### src/rtl/tib_pkg.sv
package tib_pkg;

    localparam int RANGE_SLOTS = 32;
    localparam int COST_LIMIT  = 64;
    localparam int MAX_CMDS    = 64;

    localparam int ADDR_W     = 64;
    localparam int PCID_W     = 12;
    localparam int SEL_W      = 2;
    localparam int CMD_KIND_W = 2;
    localparam int SHIFT_W    = 6;

    localparam int SLOT_IDX_W = (RANGE_SLOTS > 1) ? $clog2(RANGE_SLOTS) : 1;
    localparam int CNT_W      = $clog2(RANGE_SLOTS + 1);
    localparam int COST_W     = $clog2(COST_LIMIT + 2);
    localparam int NCMD_W     = $clog2(MAX_CMDS + 1);

    localparam int S_TDATA_W = 144;
    localparam int M_TDATA_W = 80;

    localparam logic FUNC_ADD    = 1'b0;
    localparam logic FUNC_COMMIT = 1'b1;

    localparam logic [CMD_KIND_W-1:0] CMD_FLUSH_ALL     = 2'd0;
    localparam logic [CMD_KIND_W-1:0] CMD_FLUSH_PCID    = 2'd1;
    localparam logic [CMD_KIND_W-1:0] CMD_INV_PAGE      = 2'd2;
    localparam logic [CMD_KIND_W-1:0] CMD_INV_PAGE_PCID = 2'd3;

    localparam logic [SEL_W-1:0] SEL_4K = 2'd0;
    localparam logic [SEL_W-1:0] SEL_2M = 2'd1;

    typedef struct packed {
        logic [ADDR_W-1:0] start;
        logic [ADDR_W-1:0] bytes;
        logic [SEL_W-1:0]  stride;
    } tib_slot_t;

    typedef struct packed {
        logic [CMD_KIND_W-1:0] kind;
        logic [PCID_W-1:0]     pcid;
        logic [ADDR_W-1:0]     vaddr;
    } tib_cmd_t;

    // controller -> datapath
    typedef struct packed {
        logic load_in;
        logic add_update;
        logic rd_slot;
        logic load_slot;
        logic gen_whole;
        logic gen_page;
        logic next_slot;
        logic finish;
    } tib_ctrl_t;

    // datapath -> controller
    typedef struct packed {
        logic in_commit;
        logic in_pcid_zero;
        logic batch_flush;
        logic global_seen;
        logic count_zero;
        logic pages_done;
        logic cmd_cap;
        logic slot_more;
        logic pend_valid;
        logic out_free;
    } tib_stat_t;

    function automatic logic [SHIFT_W-1:0] page_shift(input logic [SEL_W-1:0] sel);
        logic [SHIFT_W-1:0] sh;
        if (sel == SEL_4K) begin
            sh = 6'd12;
        end else if (sel == SEL_2M) begin
            sh = 6'd21;
        end else begin
            sh = 6'd30;
        end
        return sh;
    endfunction

endpackage

### src/rtl/tib_ctrl.sv
module tib_ctrl (
    input  logic               aclk,
    input  logic               aresetn,
    input  logic               s_tvalid,
    output logic               s_tready,
    input  tib_pkg::tib_stat_t st,
    output tib_pkg::tib_ctrl_t ctl
);
    import tib_pkg::*;

    localparam logic [2:0] S_IDLE = 3'd0;
    localparam logic [2:0] S_ADD  = 3'd1;
    localparam logic [2:0] S_RD   = 3'd2;
    localparam logic [2:0] S_LD   = 3'd3;
    localparam logic [2:0] S_PG   = 3'd4;
    localparam logic [2:0] S_FIN  = 3'd5;

    logic [2:0] state_reg;
    logic [2:0] state_next;
    logic       has_work;

    assign s_tready = (state_reg == S_IDLE);
    assign has_work = st.global_seen || !st.in_pcid_zero;

    always_comb begin
        state_next = state_reg;
        ctl        = '0;
        unique case (state_reg)
            S_IDLE: begin
                if (s_tvalid) begin
                    ctl.load_in = 1'b1;
                    if (!st.in_commit) begin
                        state_next = S_ADD;
                    end else if (st.batch_flush) begin
                        ctl.gen_whole = has_work;
                        state_next    = S_FIN;
                    end else if (!st.count_zero && has_work) begin
                        state_next = S_RD;
                    end else begin
                        state_next = S_FIN;
                    end
                end
            end
            S_ADD: begin
                ctl.add_update = 1'b1;
                state_next     = S_IDLE;
            end
            S_RD: begin
                ctl.rd_slot = 1'b1;
                state_next  = S_LD;
            end
            S_LD: begin
                ctl.load_slot = 1'b1;
                state_next    = S_PG;
            end
            S_PG: begin
                if (st.pages_done || st.cmd_cap) begin
                    if (st.slot_more && !st.cmd_cap) begin
                        ctl.next_slot = 1'b1;
                        state_next    = S_RD;
                    end else begin
                        state_next = S_FIN;
                    end
                end else if (!st.pend_valid || st.out_free) begin
                    ctl.gen_page = 1'b1;
                end
            end
            S_FIN: begin
                if (!st.pend_valid || st.out_free) begin
                    ctl.finish = 1'b1;
                    state_next = S_IDLE;
                end
            end
            default: begin
                state_next = S_IDLE;
            end
        endcase
    end

    always_ff @(posedge aclk) begin
        if (!aresetn) begin
            state_reg <= S_IDLE;
        end else begin
            state_reg <= state_next;
        end
    end

endmodule

### config.mk
export PLATFORM = sky130hd
export DESIGN_NAME = tib_ctrl
export DESIGN_NICKNAME = d
export VERILOG_FILES = /design/src/rtl/tib_pkg.sv /design/src/rtl/tib_ctrl.sv
export SDC_FILE = /design/constraint.sdc
export NUM_CORES = 1
export LEC_CHECK = 0
export BUFFER_PORTS_ARGS = -buffer_cell sky130_fd_sc_hd__buf_4
export CORE_AREA = 5 5 42 44
export CTS_BUF_LIST = sky130_fd_sc_hd__clkbuf_8 sky130_fd_sc_hd__clkbuf_16
export DETAILED_ROUTE_END_ITERATION = 8
export DIE_AREA = 0 0 47 49
export PLACE_DENSITY_LB_ADDON = 0.25
export SYNTH_ARGS = -nofsm -noshare
export SYNTH_HDL_FRONTEND = slang
export SYNTH_SLANG_ARGS = --single-unit
### constraint.sdc
create_clock -name aclk -period 2.1 [get_ports aclk]
set_clock_uncertainty 0.15 [all_clocks]
set_input_delay 0.42 -clock aclk [delete_from_list [all_inputs] [get_ports aclk]]
set_output_delay 0.42 -clock aclk [all_outputs]
set_load 0.005 [all_outputs]
# [Word-level counts from Yosys, hierarchy flattened]
# Index checks and enable logic that the tools add are counted.
[word_totals] regBits=3 wordCells=43
[op_classes] n_eq_ne=8 mux=23 reduce_logical=11
[ops] op="3-bit 2-to-1 mux" n=7
[ops] op="3-bit one-hot mux with 5 select lines" n=1
[ops] op="1-bit 2-to-1 mux" n=14
[ops] op="3-bit by 2-bit == test with 1-bit output, second input constant" n=2
[ops] op="3-bit == test, second input constant" n=2
[ops] op="2-bit inequality test, second input constant" n=3
[ops] op="1-bit zero test" n=4
[ops] op="3-bit by 1-bit == test with 1-bit output, second input constant" n=1
[ops] op="3-bit zero test" n=1
[ops] op="1-bit logical OR" n=3
[ops] op="3-bit AND reduction" n=1
[ops] op="1-bit logical AND" n=2
[ops] op="2-bit 2-to-1 mux" n=1

# [Depth between registers and ports, before layout]
[logic_depth] word_depth=8 ltp_mapped=4 mapped_depth_nobuf=4

# [Worst setup path before layout]
# Ideal clock, no wire load.
[synth_timing] path_type="flip-flop to output port" startpoint="register state_reg[2]" endpoint="output ctl[2] in the netlist's numbering" t_arrival_ns=0.921 required_time_ns=1.530 path_slack_ns=0.609 stages_incl_launch_ff=4 path_buffers=0 path_cell_list="dfxtp_1 > nor3b_2 > nand2_1 > nor2_1"
[synth_lines] element="start, declared" line_no="tib_ctrl.sv:18" source="logic [2:0] state_reg;"
[synth_lines] element="start signal, assigned" line_no="tib_ctrl.sv:84" source="state_reg <= state_next;"
[synth_lines] element="end, declared" line_no="tib_ctrl.sv:7" source="output tib_pkg::tib_ctrl_t ctl"

==> reports/metrics.yaml <==
postPlaceCellArea_sq_um: 473
pwr_density_cell_mw_per_mm2: 647
slew_viol_final: 0
wl_per_cell_um: 10.4
num_vias: 370
fin_nets: 79
antenna_left: 0
firstDrtPassIters: 2
viasPerCell: 4.57
min_path_type: "in -> reg"
clock_latency_ps: 220
initial_core_util: 0.211
drt-initial-drc-count: 3
grt_max_degree: 9
route.detailed.drc: 0
reg2reg_to: "state_reg[0]"
worst_pin_slew_ps: 312
period_needed_ps: 1900
fp.coreArea_sq_mm: 0.00140
p_leak_nw: 0.244
reg2reg_depth: 4
outcome: "finished, final reports clean"
slew_headroom: 0.792
fin_crit_sh: 0.903
worst-path-max-fanout: 7
worstPathArrival_ps: 1330
drive_gt1_frac: 0.492
yosysWarnings: 0
die_w_um: 47
hold_path_end: "state_reg[0]"
overflow: 0
r2r_setup_slack_ps: 740
avgSynthCellArea_sq_um: 7.38
syn_to_final_growth_pct: 75.4
cts_setup_buffers: 0
clockBufferDepth: 2
cts_max_level: 1
startpoint_type: "flip-flop"
hold_buffers: 0
finalSetupViolations: 0
ys_seq_area_frac: 0.203
cts_resized: 0
fmax_ghz: 0.527
cts_tree: "yes"
synth.net_count: 53
numCtsBuffers: 3
cts_num_sinks: 3
r2r_start: "state_reg[2]"
yosysTopAreaCell: "dfxtp_1"
rows: 14
fillers: 160
dpl.hpwl_um: 698
synthCells: 40
min_from: "aresetn"
root_buffer: "clkbuf_8"
hold_depth: 3
final_cell_mix: "21 x buf_4, 9 x nor2_1, 4 x nand2_1"
maxCapViolCount: 0
rsz0062_at_grt: "no"
routed_wl_um: 841
clk_pin_slew_ps: 30
critPathKind: "reg -> out"
endpoint_kind: "primary output"
synth_top_area_frac: 0.203
critPathRequiredTime_ps: 1530
synthTopCellsByArea: "dfxtp_1 20%, nor2_1 11%, a41oi_2 5.5%"
place_congestion: 0.719
first_global_vias: 382
hold_viol_final: 0
grt_first_pass_wirelength_um: 1480
setup-tns-final_ps: 0
synth_cell_types: 22
grt_usage: 0.0873
portBuffers: 21
ys_ff_latch: 3
fin_hold_ws_ps: 347
largest_register_ffs: 3
peakVddDrop_uv: 332
fin_area_sq_um: 518
synth_area_sq_um: 295
antenna_found_initial: 0
antennaDiodeCount: 0
ios: 22
die_area_sq_mm: 0.00230
final_common_cell: "buf_4"
fp.dieH_um: 49
metal layers:
layer | part of all wire | vias to the layer above | global-route usage
li1 | - | 192 | -
met2 | 0.51 | 14 | 0.129
met1 | 0.39 | 162 | 0.107
met4 | 0.012 | 0 | 0.0553
met3 | 0.082 | 2 | 0.0221
met5 | 0 | - | 0
power by group:
| group | switching (mW) | internal (mW) | total [mW] |
|---|---|---|---|
| Clock | 0.0389 | 0.124 | 0.163 |
| Combinational | 0.0381 | 0.0557 | 0.0938 |
| Sequential | 0.0144 | 0.0636 | 0.0780 |
| Total | 0.0914 | 0.244 | 0.335 |
cells in the mapped netlist:
| cell | count |
|---|---|
| nand2b_1 | 2 |
| inv_2 | 1 |
| nand2_1 | 4 |
| a21oi_1 | 1 |
| a2111oi_2 | 1 |
| nor2b_2 | 1 |
| a21o_1 | 1 |
| nand3_1 | 3 |
| nor3b_2 | 1 |
| and2_4 | 1 |
| and2_1 | 2 |
| nor3_1 | 1 |
| dfxtp_1 | 3 |
| a211oi_2 | 1 |
| a41oi_2 | 1 |
| inv_1 | 1 |
| nor2_1 | 9 |
| a221oi_1 | 1 |
| nor3_2 | 1 |
| o22ai_1 | 1 |
| nor2b_1 | 2 |
| and4b_1 | 1 |
critical path: stages, from the launching register on:
cell     delay, ps
dfxtp_1        470
nor3b_2        280
nand2_1        130
nor2_1         120
buf_4          110
per-stage QoR:
stage | total power, mW | utilization | std cells | setup WS, ps
after detailed placement | 0.174 | 0.338 | 77 | 430
final | 0.335 | 0.370 | 81 | 203
after global placement | 0.174 | 0.338 | 77 | 452
after floorplan | 0.125 | - | 40 | 609
after global routing | 0.361 | 0.370 | 81 | 79.2
after CTS | 0.340 | 0.370 | 81 | 193
cell type report:
| cell class | count | area (sq um) | area share |
|---|---|---|---|
| multi-input cells | 35 | 228 | 0.440 |
| repair buffers | 21 | 158 | 0.304 |
| flip-flops and latches | 3 | 60.1 | 0.116 |
| clock buffers | 3 | 41.3 | 0.0797 |
| well taps | 16 | 20.0 | 0.0386 |
| inverters | 2 | 7.51 | 0.0145 |
| clock inverters | 1 | 3.75 | 0.00725 |
cell families after synthesis:
kind of cell / after synthesis / synth area share
buf+inv: 2 / 0.0254
flops: 3 / 0.203
compound gates: 7 / 0.242
simple gates: 28 / 0.530
how the worst max path moves through the flow:
stage | from | endpoint
after floorplan | state_reg[2] | ctl[2]
after global placement | state_reg[2] | ctl[2]
after detailed placement | state_reg[2] | ctl[2]
after CTS | state_reg[2] | ctl[2]
after global routing | state_reg[2] | ctl[2]
final | state_reg[2] | ctl[2]
(Power assumes the default switching activity.)
